`config.mk`:
```
export PLATFORM = sky130hd
export DESIGN_NAME = rmq_select
export DESIGN_NICKNAME = d
export VERILOG_FILES = /design/src/design/rmq_pkg.sv /design/src/design/rmq_select.sv
export SDC_FILE = /design/constraint.sdc
export NUM_CORES = 1
export LEC_CHECK = 0
export BUFFER_PORTS_ARGS = -buffer_cell sky130_fd_sc_hd__buf_2
export CORE_MARGIN = 4
export CORE_UTILIZATION = 25
export CTS_CLUSTER_DIAMETER = 100
export DETAILED_ROUTE_END_ITERATION = 8
export PLACE_DENSITY = 0.47
export SLEW_MARGIN = 30
export SYNTH_ARGS = -nofsm -noshare
export SYNTH_HDL_FRONTEND = slang
export SYNTH_SLANG_ARGS = --single-unit
```
`constraint.sdc`:
```
create_clock -name clk -period 10.2 [get_ports clk]
set_input_delay 2.04 -clock clk [delete_from_list [all_inputs] [get_ports clk]]
set_output_delay 2.04 -clock clk [all_outputs]
set_load 0.02 [all_outputs]
```
`src/design/rmq_pkg.sv`:
```
// Shared types and constants for the rotation-matrix-to-quaternion unit.
package rmq_pkg;

  localparam int unsigned CompW = 16;

  typedef enum logic [1:0] {
    BR_TRACE = 2'd0,
    BR_ROW0  = 2'd1,
    BR_ROW1  = 2'd2,
    BR_ROW2  = 2'd3
  } branch_t;

  typedef struct packed {
    logic signed [CompW-1:0] first_col_x;
    logic signed [CompW-1:0] first_col_y;
    logic signed [CompW-1:0] first_col_z;
    logic signed [CompW-1:0] second_col_x;
    logic signed [CompW-1:0] second_col_y;
    logic signed [CompW-1:0] second_col_z;
    logic signed [CompW-1:0] third_col_x;
    logic signed [CompW-1:0] third_col_y;
    logic signed [CompW-1:0] third_col_z;
  } matrix_t;

  typedef struct packed {
    logic signed [CompW-1:0] quat_w;
    logic signed [CompW-1:0] quat_x;
    logic signed [CompW-1:0] quat_y;
    logic signed [CompW-1:0] quat_z;
    logic [1:0]              branch_used;
    logic                    status;
  } quat_t;

endpackage

```
`src/design/rmq_select.sv`:
```
// Stage 1: trace, branch choice, root operand and the three numerators.
module rmq_select #(
  parameter int FRAC_BITS = 14,
  parameter int OpW       = 20
) (
  input  logic                 clk,
  input  logic                 rst,
  input  logic                 in_valid,
  input  rmq_pkg::matrix_t     m,
  output logic                 out_valid,
  output logic [1:0]           branch,
  output logic signed [OpW-1:0] operand,
  output logic signed [17:0]   num0,
  output logic signed [17:0]   num1,
  output logic signed [17:0]   num2
);

  logic signed [OpW-1:0] m00, m10, m20, m01, m11, m21, m02, m12, m22, trace, one;
  logic [1:0] br_c;
  logic signed [OpW-1:0] op_c, n0_c, n1_c, n2_c;

  always_comb begin
    m00 = OpW'(m.first_col_x);  m10 = OpW'(m.first_col_y);  m20 = OpW'(m.first_col_z);
    m01 = OpW'(m.second_col_x); m11 = OpW'(m.second_col_y); m21 = OpW'(m.second_col_z);
    m02 = OpW'(m.third_col_x);  m12 = OpW'(m.third_col_y);  m22 = OpW'(m.third_col_z);
    one = '0;
    one[FRAC_BITS] = 1'b1;
    trace = m00 + m11 + m22;
    if (trace > 0) begin
      br_c = rmq_pkg::BR_TRACE;
      op_c = trace + one;
      n0_c = m21 - m12; n1_c = m02 - m20; n2_c = m10 - m01;
    end else if (m00 > m11 && m00 > m22) begin
      br_c = rmq_pkg::BR_ROW0;
      op_c = one + m00 - m11 - m22;
      n0_c = m21 - m12; n1_c = m01 + m10; n2_c = m02 + m20;
    end else if (m11 > m22) begin
      br_c = rmq_pkg::BR_ROW1;
      op_c = one + m11 - m00 - m22;
      n0_c = m02 - m20; n1_c = m01 + m10; n2_c = m12 + m21;
    end else begin
      br_c = rmq_pkg::BR_ROW2;
      op_c = one + m22 - m00 - m11;
      n0_c = m10 - m01; n1_c = m02 + m20; n2_c = m12 + m21;
    end
  end

  always_ff @(posedge clk) begin
    if (rst) begin
      out_valid <= 1'b0;
    end else begin
      out_valid <= in_valid;
    end
    branch  <= br_c;
    operand <= op_c;
    num0    <= n0_c[17:0];
    num1    <= n1_c[17:0];
    num2    <= n2_c[17:0];
  end

endmodule

```
Word-level counts from Yosys, hierarchy flattened

Index checks and enable logic that the tools add are counted.

$add $sub $neg: 18
$lt $le $gt $ge: 4
Muxes and demuxes: 13
Reduce and logical (&&, ||, !) cells: 2

Operator list:

| operator                                            | count |
|---|---|
| 2-to-1 mux 18 bit                                   | 8 |
| adder 16 x 16 -> 17 bit                             | 4 |
| 2-to-1 mux 20 bit                                   | 3 |
| subtractor 18 x 16 -> 19 bit                        | 3 |
| subtractor 17 x 16 -> 18 bit                        | 3 |
| adder 16 x 16 -> 17 bit, first input constant       | 3 |
| subtractor 16 x 16 -> 17 bit                        | 3 |
| > comparator 16 bit                                 | 3 |
| adder 18 x 16 -> 19 bit, second input constant      | 1 |
| adder 17 x 16 -> 18 bit                             | 1 |
| > comparator 18 x 1 -> 1 bit, second input constant | 1 |
| 2-to-1 mux 1 bit                                    | 2 |
| OR reduction 2 bit                                  | 1 |
| logical AND 1 bit                                   | 1 |

Bits in registers: 77
Output and inout port bits: 77
Logic and storage cells: 44

Longest topological paths before layout

Word-level depth: 6
Mapped depth: 26
Mapped depth without buffers: 24

Least setup slack after synthesis

Ideal clock, no wire load.

Path kind: input to register
From: in m[4] (netlist name)
To: reg num0[15]
Library setup time: 72 ps
Arrival: 6505 ps
Required time: 10128 ps
Setup slack: 3623 ps
Stages: 25
Buffers on the path: 2
Cells stage by stage: inv_1 fa_1 inv_1 ha_1 or3b_1 a221oi_2 nor2_1 a2111oi_1 o31ai_1 nand2b_1 a21o_1 a21oi_1 xnor2_1 inv_1 ha_1 nand4_1 nor4bb_1 o2111ai_1 nor4_1 o21bai_1 nand2_2 and2_4 buf_8 buf_8 mux2i_1

Word-level cells in the longest chain between the ends: 4
Elaborated cells between the ends (all ways): 8

Ends and longest elaborated chain:

| item                                                                            | line             | RTL |
|---|---|---|
| start: declaration                                                              | rmq_select.sv:9  | `input rmq_pkg::matrix_t m,` |
| parallel branches: the longest is 3 deep, another holds adder 17 x 16 -> 18 bit | --               |  |
| 2-to-1 mux 18 bit (*)                                                           | rmq_select.sv:29 | `if (trace > 0) begin` |
| via n0_c[15]                                                                    | rmq_select.sv:20 | `logic signed [OpW-1:0] op_c, n0_c, n1_c, n2_c;` |
| end signal: assignment                                                          | rmq_select.sv:56 | `num0 <= n0_c[17:0];` |
| end: declaration                                                                | rmq_select.sv:13 | `output logic signed [17:0] num0,` |

Mark *: on every way through the listed nets, which the timed path passes.
A chain may end at the register's enable or synchronous reset.

Worst setup path in the final report

Ends and elaborated chain as after synthesis.

==> results.toml <==
[outcome]
status = "finished, final reports clean"

[timing]
max_clock_freq_ghz = 0.124
holdWs_ns = 1.84
drv_slew = 0
tightest_slew_ns = 0.981
setup_tns_ns = 0
setup_viol_count_final = 0
maxSlewHeadroom = 0.340
rsz0062_at_grt = "false"
fin_crit_sh = 0.791
hold_viol = 0
period_needed_ns = 8.07

[clock_network]
cts.clk_slew.worst_paths_ns = 0.07
htree_num_levels = 3
post_cts_resized = 0
postCtsSetupBuffers = 0
ctsRootBufferMaster = "clkbuf_16"
holdBufCountCts = 0
cts_made_buffers = 9
cts_sinks = 73
cts_tree = "yes"
cts_buffer_depth = 2

[synth]
synth_ff_type = "dfxtp_1"
synth_seq_area_share = 0.103
syn-cell-area_sq_um = 14100
async_reset_ff_frac = 0
synth_top_area_share = 0.259
synthTopCellsByArea = "ha_1 26%, fa_1 11%, dfxtp_1 10%, xnor2_1 5.9%, inv_1 5.7%"
synth_largest_area_cell = "ha_1"
synth-edff-count = 0
yosysWarnings = 0
syn_avg_cell_area_sq_um = 8.29
synth.net_count = 2220
synth_cell_type_count = 80
ys_seq_elements = 73
postSynthCellCount = 1703

[layout]
final_common_cell = "ha_1"
drive_gt1_frac = 0.155
layout_common_cells = "292 x ha_1, 223 x buf_2, 216 x inv_1, 128 x a21oi_1, 104 x nor2_1"
fin_area_sq_um = 16300
num-nets-final = 2403
syn_to_final_growth_pct = 15.2

[critical_path]
crit_fanout = 78
worstPathRequired_ns = 10.48
worstPathArrival_ns = 8.35
critPathKind = "input pin to register"
endpoint_kind = "register"
startpoint_type = "input pin"

[die]
rows = 86
die_y_um = 246
core_sq_um = 55500
initial_core_util = 0.254
die_w_um = 246
fp.dieArea_sq_um = 60400
io_pins = 224

[hold_path]
hp-class = "input pin to register"

[place]
numPortBuffers = 223
dp_hpwl_um = 41300
gp_congestion = 0.905
dpl_cell_area_sq_um = 16000

[routing]
via_per_inst = 4.65
dr.pass1.iters = 5
routed_wl_um = 48600
drc_errors = 0
drt_iter0_drc = 676
vias = 12300
ant_nets = 0
post_drt_wl_per_cell_um = 18.4

[flow_run]
max_cap_viol_count = 0

[power]
vdd_drop_max_mv = 0.0911
p_leak_nw = 7.91
powerDensity_nw_per_um2 = 158

[global_routing]
grt_overflow = 0
antenna_found_initial = 9
grt_max_degree = 79
track_usage = 0.157
grt_pass1_vias = 12800
grt_first_pass_wirelength_um = 73400
critical path, cell delays in order:
cell	delay (ns)
buf_2	0.13
inv_1	0.15
fa_1	0.57
inv_1	0.09
ha_1	0.37
or3b_1	0.38
a221oi_2	0.25
nor2_1	0.07
a2111oi_1	0.80
o31ai_1	0.15
nand2b_1	0.21
a21o_1	0.15
a21oi_1	0.07
xnor2_1	0.18
inv_1	0.08
ha_1	0.18
nand4_1	0.10
nor4bb_1	0.37
o2111ai_1	0.18
nor4_1	0.33
o21bai_1	0.28
nand2_8	0.53
and2_4	0.43
mux2i_1	0.24
metrics by stage:
step | utilization | setup WS (ns) | instances | power [mW]
detailed placement | 0.287 | 1.62 | 2623 | 2.24
floorplan | - | 3.62 | 1703 | 1.68
global route | 0.293 | 1.66 | 2640 | 2.79
finish | 0.293 | 2.13 | 2643 | 2.57
global placement | 0.287 | 1.96 | 2623 | 2.24
CTS | 0.293 | 1.97 | 2639 | 2.61
Yosys cell counts (10+ instances only):
| cell | number |
|---|---|
| a21oi_1 | 128 |
| o21bai_1 | 27 |
| fa_1 | 78 |
| nand3_1 | 20 |
| ha_1 | 292 |
| xnor2_1 | 95 |
| o21a_1 | 16 |
| o211ai_1 | 25 |
| mux2i_1 | 34 |
| clkbuf_1 | 35 |
| dfxtp_1 | 73 |
| a21o_1 | 24 |
| buf_4 | 10 |
| o41ai_1 | 11 |
| a31oi_1 | 16 |
| nor3_1 | 35 |
| nand2_1 | 98 |
| xor2_1 | 43 |
| nor2b_1 | 29 |
| o21ai_0 | 85 |
| nor2_1 | 104 |
| nand2b_1 | 22 |
| mux2_2 | 25 |
| inv_1 | 216 |
kinds of logic after synthesis:
group | share of synthesized area
compound gates | 0.191
xor+xnor | 0.0867
fa+ha+maj | 0.369
buf+inv | 0.0771
flops | 0.103
mux | 0.0440
simple gates | 0.129
where the power goes:
part | internal, mW | switching (mW)
clock network | 0.196 | 0.147
logic | 0.664 | 1.06
registers | 0.419 | 0.0866
registers in the layout, indices dropped and copies added, names as in the netlist:
signal and flops:
branch 2, num2 17, num1 17, out_valid 1
operand 19, num0 17
final timing paths:
path | start | end | depth (start not counted)
setup / recovery | m[4] | num0[15] | 24
hold / removal | rst | out_valid | 2
layout make-up:
type	instances	area, sq um
antenna	4	10.0
clock buffer	11	243
clock inverter	5	53.8
fill	6112	39200
inverter	216	811
multi-input combinational	1359	11600
sequential	73	1460
tap	748	936
timing repair buffer	227	1150
layer usage:
layer  routed length [um]  part of all wire  track usage
met5                   52            0.0011            0
met4                  922             0.019       0.0327
met3                 2340             0.048       0.0251
met2                23600              0.49        0.280
met1                21700              0.45        0.201
No activity file was read; power rests on OpenSTA's default activity.
