[src/design/rmq_divide.sv]
// Pipelined restoring divider: (|num| << FRAC_BITS + r) / (2r), sign reapplied, saturated.
module rmq_divide #(
  parameter int FRAC_BITS = 14,
  parameter int RootW     = 17,
  parameter int SideW     = 8
) (
  input  logic                    clk,
  input  logic                    rst,
  input  logic                    in_valid,
  input  logic signed [17:0]      num,
  input  logic [RootW:0]          root,
  input  logic [SideW-1:0]        side_in,
  output logic                    out_valid,
  output logic signed [15:0]      quot,
  output logic [SideW-1:0]        side_out
);

  localparam int DvdW = 18 + FRAC_BITS + 1;
  localparam int DvsW = RootW + 2;

  logic             vld  [DvdW+1];
  logic [DvdW-1:0]  dvd  [DvdW+1];
  logic [DvsW-1:0]  dvs  [DvdW+1];
  logic [DvsW:0]    rem  [DvdW+1];
  logic             neg  [DvdW+1];
  logic [SideW-1:0] side [DvdW+1];

  logic [17:0] mag;
  always_comb begin
    mag     = num[17] ? 18'(-num) : 18'(num);
    vld[0]  = in_valid;
    dvd[0]  = (DvdW'(mag) << FRAC_BITS) + DvdW'(root);
    dvs[0]  = DvsW'(root) << 1;
    rem[0]  = '0;
    neg[0]  = num[17];
    side[0] = side_in;
  end

  // quotient bits shift into the dividend register as it empties
  for (genvar s = 0; s < DvdW; s++) begin : g_step
    logic [DvsW:0] sh;
    always_comb sh = {rem[s][DvsW-1:0], dvd[s][DvdW-1]};
    always_ff @(posedge clk) begin
      if (rst) begin
        vld[s+1] <= 1'b0;
      end else begin
        vld[s+1] <= vld[s];
      end
      dvs[s+1]  <= dvs[s];
      neg[s+1]  <= neg[s];
      side[s+1] <= side[s];
      if (sh >= (DvsW+1)'(dvs[s])) begin
        rem[s+1] <= sh - (DvsW+1)'(dvs[s]);
        dvd[s+1] <= {dvd[s][DvdW-2:0], 1'b1};
      end else begin
        rem[s+1] <= sh;
        dvd[s+1] <= {dvd[s][DvdW-2:0], 1'b0};
      end
    end
  end

  logic [DvdW-1:0] q;
  logic [15:0]     sat;
  always_comb begin
    q = dvd[DvdW];
    if (neg[DvdW]) begin
      sat = (q > DvdW'(32768)) ? 16'h8000 : 16'(-q);
    end else begin
      sat = (q > DvdW'(32767)) ? 16'h7FFF : q[15:0];
    end
  end

  always_ff @(posedge clk) begin
    if (rst) begin
      out_valid <= 1'b0;
    end else begin
      out_valid <= vld[DvdW];
    end
    quot     <= sat;
    side_out <= side[DvdW];
  end

endmodule

[config.mk]
export PLATFORM = sky130hd
export DESIGN_NAME = rmq_divide
export DESIGN_NICKNAME = d
export VERILOG_FILES = /design/src/design/rmq_divide.sv
export SDC_FILE = /design/constraint.sdc
export NUM_CORES = 2
export LEC_CHECK = 0
export BUFFER_PORTS_ARGS = -buffer_cell sky130_fd_sc_hd__buf_4
export CAP_MARGIN = 20
export CORE_ASPECT_RATIO = 1.75
export CORE_UTILIZATION = 43
export CTS_BUF_LIST = sky130_fd_sc_hd__clkbuf_16
export CTS_CLUSTER_SIZE = 28
export DETAILED_ROUTE_END_ITERATION = 12
export PLACE_DENSITY = 0.67
export SKIP_CTS_REPAIR_TIMING = 1
export SYNTH_ARGS = -nofsm -noshare
export SYNTH_HDL_FRONTEND = slang
export SYNTH_SLANG_ARGS = --single-unit
export TNS_END_PERCENT = 30
[constraint.sdc]
create_clock -name clk -period 6.9 [get_ports clk]
set_input_delay 0.345 -clock clk [delete_from_list [all_inputs] [get_ports clk]]
set_output_delay 0.345 -clock clk [all_outputs]
set_load 0.02 [all_outputs]
== Word-level counts from Yosys, hierarchy flattened ==
Index checks and enable logic that the tools add are counted.

* Add/sub/neg operators: 35
* Magnitude comparators: 35
* Multiplexer cells: 69

{| class="wikitable"
|+ Operators with widths
! operator !! number
|-
| >= comparator 20 x 19 -> 1 bit || 32
|-
| two-way mux 19 bit || 31
|-
| subtractor 19 bit || 31
|-
| two-way mux 16 bit || 3
|-
| two-way mux 1 bit || 34
|-
| adder 32 x 18 -> 33 bit || 1
|-
| > comparator 33 x 15 -> 1 bit, second input constant || 1
|-
| > comparator 33 x 16 -> 1 bit, second input constant || 1
|-
| >= comparator 1 x 19 -> 1 bit || 1
|-
| subtractor 1 x 19 -> 19 bit || 1
|-
| two-way mux 18 bit || 1
|-
| negator 18 bit || 1
|-
| negator 16 bit || 1
|}

* Register bits after elaboration: 2628
* Input bits: 47
* Output and inout bits: 25
* Logic and storage cells: 339

== Depth between registers and ports, before layout ==
* Depth in word-level cells: 5
* Gate-level depth with buffers: 12
* Mapped depth without buffers: 12

== Least setup slack after synthesis ==
OpenSTA, ideal clock, no wires.

* Path kind: reg-to-reg
* Start point: register dvd[770] (netlist name)
* End point: register rem (netlist bit g_step[11].sh[13])
* Setup time: 0.123 ns
* Arrival: 2.754 ns
* Data required time: 6.777 ns
* Path slack: 4.022 ns
* Stages on the path, launching flop included: 11
* Path buffers: 1
* Period minus slack after synthesis: 2.878 ns
* Cells stage by stage: dfxtp_1 inv_1 ha_1 nor2b_1 o31a_1 o31a_1 o21ai_1 a21oi_1 a2111oi_4 buf_6 mux2_1

{| class="wikitable"
|+ RTL lines
! item !! line !! text
|-
| end signal: indexed assignment || 53 || <nowiki>rem[s+1] <= sh - (DvsW+1)'(dvs[s]);</nowiki>
|-
| end signal: indexed assignment || 56 || <nowiki>rem[s+1] <= sh;</nowiki>
|-
| end: declaration || 24 || <nowiki>logic [DvsW:0] rem [DvdW+1];</nowiki>
|}

== Final worst setup path ==
* Start point: register dvs[260] (netlist name)
* End point: register rem (netlist bit g_step[21].sh[15])

* Cells in the longest elaborated chain, start to end: 2
* Elaborated cells between the ends (all ways): 3
* Those cells by class: add/sub (1); order compare (1); mux (1)

{| class="wikitable"
|+ Ends and longest elaborated chain
! item !! line !! text
|-
| start: declaration || 23 || <nowiki>logic [DvsW-1:0] dvs [DvdW+1];</nowiki>
|-
| start signal: indexed assignment || 49 || <nowiki>dvs[s+1] <= dvs[s];</nowiki>
|-
| subtractor 19 bit / >= comparator 20 x 19 -> 1 bit (equally long branches) || 53, 52 ||
|-
| two-way mux 19 bit * || 52 || <nowiki>if (sh >= (DvsW+1)'(dvs[s])) begin</nowiki>
|}

Mark *: on every way between the ends. The rest lies on a longest branch, timed or not.
A chain may end at the register's enable or synchronous reset.

==> results by group <==
Outcome
  • Outcome: complete, no violations

Finish
  • Post-Route Utilization: around half
  • Final non-filler cell area: ~0.094 sq mm
  • Layout cells sized above 1: 8.53%
  • Area grow syn2layout: 13.0%
  • Nets@finish: a little under 9000

STA
  • Worst-Margin Slew: 0.947 ns
  • Rel. slew slack: between 30% and 40%
  • Hold Vio Cnt, Final: 0
  • Fin crit share: slightly above 50%
  • RSZ-0062 raised after global routing: no
  • Final Max Slew Viols: 0
  • FMAX: 0.286 GHz
  • Fin Setup TNS: 0 ns
  • Clock Skews: 0.0382 ns
  • Final setup fails: 0
  • Period minus WS final: approximately 3.5 ns

Clocking
  • Total CTS buffers: 206
  • CTS Sinks: 2258
  • Max Buffers Root-to-Sink: 4
  • Number of H-tree levels: 4
  • Clock Latency Late Sink: 0.85 ns
  • CTS tree: yes
  • Clk slew on worst S/H paths: 0.06 ns
  • Root Buffer: clkbuf_16

Placed design
  • DP HPWL: about 140 mm
  • Placed cell area: 0.0867 sq mm
  • PortBufs: 71
  • GPL Wtd Cong: 0.912

Floorplanning
  • FP Rows: 213
  • DIE AREA: about 0.2 sq mm
  • Core ar.: a little under 0.2 sq mm
  • Die width: around 330 microns
  • Initial core utilization: between 40% and 50%
  • Top Ports: 72
  • Die height: roughly 580 microns

Worst setup path
  • Crit-path slowest cell: and2_1
  • Crit-path leading delay family: compound AO/OA/AOI/OAI gates
  • CP arrival: 4.20 ns
  • Max FO, Critical Path: 19
  • Startpoint Class: flip-flop
  • Worst-path cell chain: inv_1, ha_1, a21oi_1, o21ai_0, a2111oi_1, and2_1, mux2_2
  • Setup Crit Path Kind: flip-flop to flip-flop
  • Nature of the critical path endpoint: flip-flop
  • Buf/Inv on CP: 1
  • Largest stage delay, worst path: 0.88 ns
  • R2R depth: 7
  • Stages on the worst setup path: 7
  • WP data required: 7.60 ns

Min path
  • Hold Path Class: primary input to flip-flop
  • Hold path depth: 4

Detailed routing
  • Detail Route Antenna Nets: 0
  • Number of DRC markers in iteration 0: around 2500
  • DR vias: 56700
  • Wire per inst: roughly 17 microns
  • Vias per cell: between 5 and 6
  • Final wirelength: 188 mm
  • DRC violations left: 0
  • First-pass DRT Iterations: 6

GRT
  • Total gr overflow: 0
  • Vias in the first global route: 57900
  • Global-route wire length before repair: 295 mm
  • Initial antenna violation count: 5
  • GRT Resource Usage Total: 18.9%
  • Largest net degree at the start of global routing: 36

Job
  • MaxCap Viol Count: 0

Logic synthesis
  • Most area-consuming cells after synthesis: dfxtp_1, ha_1, inv_1
  • Synth Net Count: 8682
  • Post-synth EDFFs: 0
  • Synth cell count leaders: dfxtp_1, inv_1, ha_1, a21oi_1, nand2_1
  • Post-synthesis cell type count: 95
  • FFs w/ async S/R, synth: 0%
  • Cell area after synthesis: 0.0833 sq mm
  • Yosys Warn Count: 0
  • Biggest area consumer among synthesized cells: dfxtp_1
  • Register area share after synthesis: 54.3%
  • Primary FF master, synth: dfxtp_1
  • Synth Instances: 8020
  • Post-synth top area share: 54.3%
  • Count leader, synth: dfxtp_1
  • Avg Synthesized Cell Area: roughly 10 sq um
  • Synthesized flop and latch total: 2258

Pwr
  • Power Dens Cells: 442 mW/mm^2
  • Leakage: approximately 0.042 uW
  • VDD IR-drop max: 0.216 mV
[routing by layer]
metal	part of all wire (%)	up-vias	GRT usage (%)	wire [microns]
met5	0	-	0	0
met4	8.0	0	14.7	15100
met3	3.2	641	2.53	6080
met2	55	1266	37.7	104000
met1	34	26700	16.6	63300
li1	-	28100	-	-
[logic make-up (layout without fill, tap and decap cells)]
family	after synthesis	after routing	synth area share, %
DFF	2258	2258	54.3
xor gates and xnor gates	382	382	4.02
muxes	280	280	3.74
other	1	8	0.00450
buffers and inverters	937	1318	4.32
and+or+nand+nor	1715	1715	9.99
adders and majority gates	615	615	9.53
AOI/OAI and AO/OA	1832	1832	14.1
[placed cells by master, fill, tap and decap left out, types with 32 or more instances in the layout]
cell           synthesis  layout
nor3_1               134     134
xor2_1               149     149
nor2_1               451     451
nand4_1               79      79
nand2_1              467     467
nand3_1              123     123
or3_1                 44      44
o21ai_0              395     395
nor2b_1              130     128
mux2i_1               32      32
and2_1                40      40
and3_1                36      36
a21oi_1              542     541
nand2b_1              71      71
inv_1                803     826
mux2_2               237     237
o31ai_1               68      67
o21bai_1              39      39
a21o_1               171     171
dfxtp_1             2258    2258
fa_1                  32      32
ha_1                 583     583
a21boi_0              36      36
xnor2_1              233     233
clkbuf_16              0     209
o21a_1               141     141
buf_4                  3      86
clkinv_2               0      32
a31oi_1               74      73
dlygate4sd3_1          0      51
a211oi_1              55      55
[tightest hold or removal path: cells and delay by family]
kind | cells | cell delay [ns]
adders and majority gates | 1 | 0.19
xor gates and xnor gates | 2 | 0.21
buffers and inverters | 1 | 0.11
[area by class of cell]
| class | instances | area (sq um) |
|---|---|---|
| fillers | 17600 | 98300 |
| flip-flops and latches | 2258 | 45200 |
| multi-input cells | 4825 | 34500 |
| clock buffers | 209 | 5230 |
| well taps | 2580 | 3230 |
| inverters | 805 | 3020 |
| clock inverters | 161 | 1650 |
| repair buffers | 143 | 1230 |
| diodes | 7 | 17.5 |
[state kept, by name, summed over array words and instances (netlist names)]
| name | cells |
|---|---|
| quot | 16 |
| side | 264 |
| q | 33 |
| dvs | 220 |
| side_out | 8 |
| dvd | 1042 |
| g_step.sh | 608 |
| neg | 33 |
| vld | 33 |
| out_valid | 1 |
[report_power, final]
group | total [uW] | switching, uW | internal (uW) | leakage (uW)
clock network | 11600 | 4910 | 6660 | 0.00341
logic | 13200 | 7270 | 5920 | 0.0199
registers | 16900 | 1380 | 15500 | 0.0188
total | 41600 | 13600 | 28100 | 0.0422
[final timing paths]
check                        start                        end  slack [ns]
setup / recovery  dvs[260]$_DFF_P_  g_step[21].sh[15]$_DFF_P_        3.40
hold / removal              num[2]          dvd[1073]$_DFF_P_        0.07
setup reg to reg  dvs[260]$_DFF_P_  g_step[21].sh[15]$_DFF_P_        3.40
hold reg to reg   dvd[436]$_DFF_P_           dvd[404]$_DFF_P_        0.30
[through the flow]
stage	cells	hold WS [ns]	power (uW)	worst slack [ns]
2_1_floorplan	8020	0.310	26800	4.02
3_3_place_gp	10600	0.310	29800	3.38
3_5_place_dp	10600	0.312	30200	3.42
4_1_cts	10900	-0.473	42000	3.39
5_1_grt	11000	0.0398	44200	3.11
6_report	11000	0.0734	41600	3.40
No activity file was read; power rests on OpenSTA's default activity.
