==> src/design/rmq_sqrt.sv <==
// Pipelined integer square root, one result bit per stage, rounded to nearest.
module rmq_sqrt #(
  parameter int FRAC_BITS = 14,
  parameter int OpW       = 20,
  parameter int SideW     = 57
) (
  input  logic                             clk,
  input  logic                             rst,
  input  logic                             in_valid,
  input  logic [OpW-1:0]                   operand,
  input  logic [SideW-1:0]                 side_in,
  output logic                             out_valid,
  output logic [(OpW + FRAC_BITS + 1) / 2:0] root,
  output logic [SideW-1:0]                 side_out
);

  localparam int RadW  = OpW + FRAC_BITS + ((OpW + FRAC_BITS) % 2);
  localparam int Steps = RadW / 2;
  localparam int RootW = Steps;

  logic             vld  [Steps+1];
  logic [RadW-1:0]  rad  [Steps+1];
  logic [RootW-1:0] rt   [Steps+1];
  logic [RootW+1:0] rem  [Steps+1];
  logic [SideW-1:0] side [Steps+1];

  always_comb begin
    vld[0]  = in_valid;
    rad[0]  = RadW'(operand) << FRAC_BITS;
    rt[0]   = '0;
    rem[0]  = '0;
    side[0] = side_in;
  end

  for (genvar s = 0; s < Steps; s++) begin : g_step
    logic [RootW+1:0] trial, rem_sh;
    always_comb begin
      rem_sh = {rem[s][RootW-1:0], rad[s][RadW-1 -: 2]};
      trial  = {rt[s], 2'b01};
    end
    always_ff @(posedge clk) begin
      if (rst) begin
        vld[s+1] <= 1'b0;
      end else begin
        vld[s+1] <= vld[s];
      end
      rad[s+1]  <= rad[s] << 2;
      side[s+1] <= side[s];
      if (rem_sh >= trial) begin
        rem[s+1] <= rem_sh - trial;
        rt[s+1]  <= {rt[s][RootW-2:0], 1'b1};
      end else begin
        rem[s+1] <= rem_sh;
        rt[s+1]  <= {rt[s][RootW-2:0], 1'b0};
      end
    end
  end

  always_ff @(posedge clk) begin
    if (rst) begin
      out_valid <= 1'b0;
    end else begin
      out_valid <= vld[Steps];
    end
    side_out <= side[Steps];
    root     <= (rem[Steps] > (RootW+2)'(rt[Steps])) ? (RootW+1)'(rt[Steps]) + 1'b1
                                                     : (RootW+1)'(rt[Steps]);
  end

endmodule

==> config.mk <==
export PLATFORM = sky130hd
export DESIGN_NAME = rmq_sqrt
export DESIGN_NICKNAME = d
export VERILOG_FILES = /design/src/design/rmq_sqrt.sv
export SDC_FILE = /design/constraint.sdc
export NUM_CORES = 1
export LEC_CHECK = 0
export BUFFER_PORTS_ARGS = -buffer_cell sky130_fd_sc_hd__buf_4
export CORE_AREA = 2 2 311 313
export DETAILED_ROUTE_END_ITERATION = 16
export DIE_AREA = 0 0 313 315
export GPL_TIMING_DRIVEN = 0
export PLACE_DENSITY = 0.66
export SKIP_LAST_GASP = 1
export SYNTH_ARGS = -nofsm -noshare
export SYNTH_HDL_FRONTEND = slang
export SYNTH_SLANG_ARGS = --single-unit
export TNS_END_PERCENT = 10
==> constraint.sdc <==
create_clock -name clk -period 5.7 [get_ports clk]
set_input_delay 1.425 -clock clk [delete_from_list [all_inputs] [get_ports clk]]
set_output_delay 1.425 -clock clk [all_outputs]
set_load 0.05 [all_outputs]
# Word-level counts from Yosys, hierarchy flattened
# Cells that the tools add are included.
# op_classes
n_addsub	18
order_cmp	18
n_mux	35
# op_table
op	count
17-bit two-way mux	16
19-bit by 10-bit greater-or-equal comparator with 1-bit output	1
19-bit by 11-bit greater-or-equal comparator with 1-bit output	1
19-bit by 12-bit greater-or-equal comparator with 1-bit output	1
19-bit by 13-bit greater-or-equal comparator with 1-bit output	1
19-bit by 14-bit greater-or-equal comparator with 1-bit output	1
19-bit by 15-bit greater-or-equal comparator with 1-bit output	1
19-bit by 16-bit greater-or-equal comparator with 1-bit output	1
19-bit by 17-bit greater-or-equal comparator with 1-bit output	1
19-bit by 18-bit greater-or-equal comparator with 1-bit output	1
19-bit by 3-bit greater-or-equal comparator with 1-bit output	1
19-bit by 4-bit greater-or-equal comparator with 1-bit output	1
19-bit by 5-bit greater-or-equal comparator with 1-bit output	1
19-bit by 6-bit greater-or-equal comparator with 1-bit output	1
19-bit by 7-bit greater-or-equal comparator with 1-bit output	1
19-bit by 8-bit greater-or-equal comparator with 1-bit output	1
19-bit by 9-bit greater-or-equal comparator with 1-bit output	1
19-bit by 17-bit > comparator with 1-bit output	1
19-bit two-way mux	1
19-bit by 18-bit subtractor with 19-bit output	1
17-bit by 1-bit adder with 18-bit output (second input constant)	1
1-bit two-way mux	17
17-bit by 10-bit subtractor with 17-bit output	1
17-bit by 11-bit subtractor with 17-bit output	1
other kinds (16)	16
# totals
register_bits	1582
inputBits	80

# Depth between registers and ports, before layout
# depth
ltp_word	2
depth_mapped	12
mapped_depth_nobuf	11

# Least setup slack after synthesis
# Ideal clock, no wire load.
# synth_path
path_type	register -> register
start	register rt (netlist bit g_step[15].trial[10])
end	register rem (netlist bit g_step[16].rem_sh[10])
setup_ps	123
t_arrival_ps	2408
required_ps	5577
slack_ps	3169
path_stages_with_launch	13
path_buffers	3
path_cell_list	dfxtp_1 -> inv_1 -> ha_1 -> buf_2 -> a211oi_2 -> o221ai_1 -> a221oi_1 -> a21boi_1 -> o21ai_1 -> and2_1 -> buf_4 -> buf_6 -> mux2_1
# synth_via
elab_chain_cells	2
# synth_rtl
element	line	text
start, declared	23	logic [RootW-1:0] rt [Steps+1];
start signal, assigned by index	51	rt[s+1] <= {rt[s][RootW-2:0], 1'b1};
start signal, assigned by index	54	rt[s+1] <= {rt[s][RootW-2:0], 1'b0};
19-bit by 17-bit greater-or-equal comparator with 1-bit output	49	if (rem_sh >= trial) begin
17-bit two-way mux	49	
end signal, assigned by index	50	rem[s+1] <= rem_sh - trial;
end signal, assigned by index	53	rem[s+1] <= rem_sh;
end, declared	24	logic [RootW+1:0] rem [Steps+1];
# No other way between the ends.
# A chain may end at the register's enable or synchronous reset.

# Final worst setup path
# layout_path
start	register rt (netlist bit g_step[14].trial[4])
end	register rem (netlist bit g_step[15].rem_sh[9])
# layout_via
elab_chain_cells	2
# layout_rtl
element	line
17-bit by 16-bit subtractor with 17-bit output or 19-bit by 16-bit greater-or-equal comparator with 1-bit output (tied branches)	50, 49
17-bit two-way mux *	49
# Mark *: on every way between the ends. The rest lies on a longest branch, timed or not.

==> metrics.md <==
| Metric | Value |
|---|---|
| R2R depth | 9 |
| Number of cells traversed by the worst hold path | 0 |
| Synthesized net count | 3,493 |
| Overall die height | 315 um |
| Layout filler cell count | ~8.0k |
| Number of failing hold endpoints at the final stage | 0 |
| Arrival time at the worst endpoint | 3800 ps |
| WL/cell | around 11 um |
| Wire length of the first global-routing pass | approximately 94 mm |
| Final clock skew | around 33 ps |
| Fraction of final layout cells with drive strength greater than 1 | a little over an eighth |
| HPWL reported at the end of detailed placement | roughly 38 mm |
| Area of the die | roughly 99,000 sq um |
| Most common cell in the synthesized netlist | sky130_fd_sc_hd__dfxtp_1 |
| Net count reported at finish | around 3.8k |
| GR Util All Layers | between 10% and 20% |
| Synth unique cells | between 80 and 90 |
| CTS Buffer Depth | 3 |
| Most instantiated flip-flop cell in the synthesis netlist | sky130_fd_sc_hd__dfxtp_1 |
| Floorplan core area | between 90,000 and 100,000 sq um |
| Top achievable clock speed | around 310 MHz |
| Biggest fanout along the worst timing path | 10 |
| TritonCTS Buffers | about 150 |
| Type of destination of the critical path | register |
| Number of storage elements in the synthesis netlist | 1,564 |
| RSZ-0062 raised after global routing | false |
| Combinational share of power | 14.7% |
| Number of setup violations in the final report | 0 |
| Run status | finished, final reports clean |
| Instance count after placement with tap cells included | ~4.7k |
| Weighted congestion reported at the end of routability-driven placement | around 0.82 |
| Area of the mapped netlist | between 40,000 and 50,000 sq um |
| Post-Route WL | roughly 57 mm |
| Power density normalized to cell area | approximately 520 nW/um^2 |
| Number of cells in the finished layout apart from fillers | about 4.9k |
| Register-to-register path setup slack | between 2000 and 3000 ps |
| Endpoint required time on the critical path | 6300 ps |
| Relative slew margins | 37.04% |
| Number of remaining DRC errors | 0 |
| Master cell of the clock root buffer | sky130_fd_sc_hd__clkbuf_16 |
| Leading cell types by count after synthesis | 1,564 x sky130_fd_sc_hd__dfxtp_1, 218 x sky130_fd_sc_hd__inv_1, 174 x sky130_fd_sc_hd__ha_1 |
| Effective utilization at floorplan | roughly 45% |
| Number of antenna violations at the first check in global routing | 0 |
| Antenna cells | 0 |
| Via-per-instance ratio | ~4.4 |
| Portion of total power attributed to sequential cells | between 40% and 50% |
| Max-capacitance violation count | 0 |
| Top area cells in the synthesized netlist | sky130_fd_sc_hd__dfxtp_1 73%, sky130_fd_sc_hd__ha_1 5.1%, sky130_fd_sc_hd__xnor2_1 2.5% |
| Total number of vias | around 22k |
| Critical path startpoint category | register |
| Post-CTS Setup Repair Bufs | 0 |
| Switching part of the total power | 25.13% |
| Antenna Violating Nets Remaining | 0 |
| Worst flop-to-flop path endpoint | g_step[15].rem_sh[9] |
| Area share of the largest cell type after synthesis | 73.44% |
| Initial drt markers | 778 |
| Port Buf Inserts | around 160 |
| Vias in the first global route | around 21k |
| Share of the cycle needed by the critical path after routing | between 50% and 60% |
| Hold path endpoint | side[40] |
| GRT Residual Overflow | 0 |
| Synth area leader | sky130_fd_sc_hd__dfxtp_1 |
| Warning count from the yosys run | 0 |
| Startpoint of the worst hold path | side[97] |
| Internal | between 15 and 20 mW |
| Sum of negative setup slack | 0 ps |
| Clock period minus worst slack | around 3200 ps |
| Die X-Extent | between 300 and 400 um |
| Clock insertion delay at the later pin of the skew report | roughly 730 ps |
| Largest net degree at the start of global routing | 17 |
| First drt pass iteration count | 5 |
| CTS Hold Buffers Added | 0 |
| Peak supply drop | approximately 340 uV |
| Final max-slew violation count | 0 |
| Fraction of power consumed by the clock network | roughly 37% |
| Beginning of the worst register-to-register path | g_step[14].trial[4] |
| Clock transition at the registers of the reported paths | about 60 ps |
| Number of gates resized after CTS | 0 |
| Sequential fraction of the synthesis area | 73.44% |
| Post-synthesis async set-or-reset flop share | 0% |
| Post-layout util | roughly 53% |
| Static leakage | roughly 23 nW |
| Total number of placement rows | 114 |
| Sw power | 6.594 mW |
| Number of I/O pins | approximately 160 |
| CTS Sinks | about 1.6k |
| Tightest Pin Transition | 929.7 ps |
| # H-tree levels | 4 |
| EDFF count, synth | 0 |
| TritonCTS clock tree | yes |
| Synth-to-layout area growth | 18.09% |
| Worst hold path type | register to register |
| Synthesized instance count | about 3.2k |
| Synthesized area per cell | approximately 13 sq um |
| Critical setup path kind | register to register |
==> area by class of cell <==
type	count	area (sq um)	share of cell area, %
inverters	220	825.8	1.640
clock inverters	60	703.2	1.397
flip-flops and latches	1564	31310	62.19
multi-input cells	1417	10350	20.55
repair buffers	155	1164	2.311
plain buffers	31	150.1	0.2982
clock buffers	205	4250	8.442
well taps	1276	1597	3.171
==> stage by stage <==
step	power, mW	setup WS (ps)	area [sq um]	hold WS [ps]
2_1_floorplan	15.99	3169	42630	309.6
3_3_place_gp	16.80	2415	45390	309.6
3_5_place_dp	16.90	2430	45390	312.1
4_1_cts	26.64	2397	50350	303.4
5_1_grt	27.67	2396	50350	317.2
6_report	26.25	2503	50350	309.3
==> cell families after synthesis <==
group / count (synthesis) / share of synthesized area [%]
mux: 82 / 2.151
buf+inv: 251 / 2.289
compound gates: 424 / 6.398
xor+xnor: 186 / 3.821
simple gates: 543 / 6.454
other cells: 1 / 0.008796
flops: 1564 / 73.44
fa+ha+maj: 181 / 5.435
==> worst max-delay path by stage <==
stage                            end                  from  depth (start not counted)  slack (ps)
6_report        g_step[15].rem_sh[9]   g_step[14].trial[4]                          9        2500
2_1_floorplan  g_step[16].rem_sh[10]  g_step[15].trial[10]                         12        3170
3_3_place_gp                root[11]                rt[15]                          9        2420
3_5_place_dp                 root[8]                rt[15]                          9        2430
4_1_cts                     root[14]                rt[15]                          9        2400
5_1_grt                     root[11]                rt[15]                          9        2400
==> critical path: stages (launching register included) <==
cell and delay, ps:
sky130_fd_sc_hd__dfxtp_1 330, sky130_fd_sc_hd__inv_1 50, sky130_fd_sc_hd__ha_1 350, sky130_fd_sc_hd__o21ai_0 100, sky130_fd_sc_hd__o21bai_1 240, sky130_fd_sc_hd__o21ba_2 210, sky130_fd_sc_hd__o21ai_1 190, sky130_fd_sc_hd__o311ai_1 850
sky130_fd_sc_hd__buf_2 400, sky130_fd_sc_hd__mux2_2 370
==> metal layers <==
| layer | routed length [um] | GRT usage (%) | up-vias |
|---|---|---|---|
| met2 | 28460 | 20.87 | 364 |
| met4 | 2184 | 6.416 | 0 |
| met5 | 0 | 0 | - |
| li1 | - | - | 11380 |
| met1 | 23380 | 12.01 | 9850 |
| met3 | 2539 | 3.250 | 153 |
==> state kept, by name (all words and copies together) (netlist names), 17 cells and up <==
name	flops
g_step.rem_sh	259
root	18
rt	17
side	969
g_step.trial	136
vld	17
rad	72
rem	18
side_out	57
==> cells in the final DEF (no fill, tap or decap), drive strengths merged, types with 35 or more instances in the layout <==
| master | count |
|---|---|
| o21a | 36 |
| xnor2 | 120 |
| ha | 174 |
| buf | 176 |
| a21o | 53 |
| dfxtp | 1564 |
| xor2 | 66 |
| nor2b | 36 |
| inv | 231 |
| o21ai | 77 |
| clkbuf | 215 |
| nand3 | 35 |
| nor2 | 160 |
| nor3 | 56 |
| nand2 | 99 |
| mux2 | 77 |
| a21oi | 144 |
==> power by group through the flow <==
stage	registers [mW]	clock network, mW	logic (mW)
after detailed placement	13.0	0	3.85
after floorplan	13.1	0	2.87
after global placement	13.0	0	3.79
after CTS	12.8	9.93	3.89
final	12.8	9.58	3.86
after global routing	12.9	10.4	4.35
No activity file was read; power rests on OpenSTA's default activity.
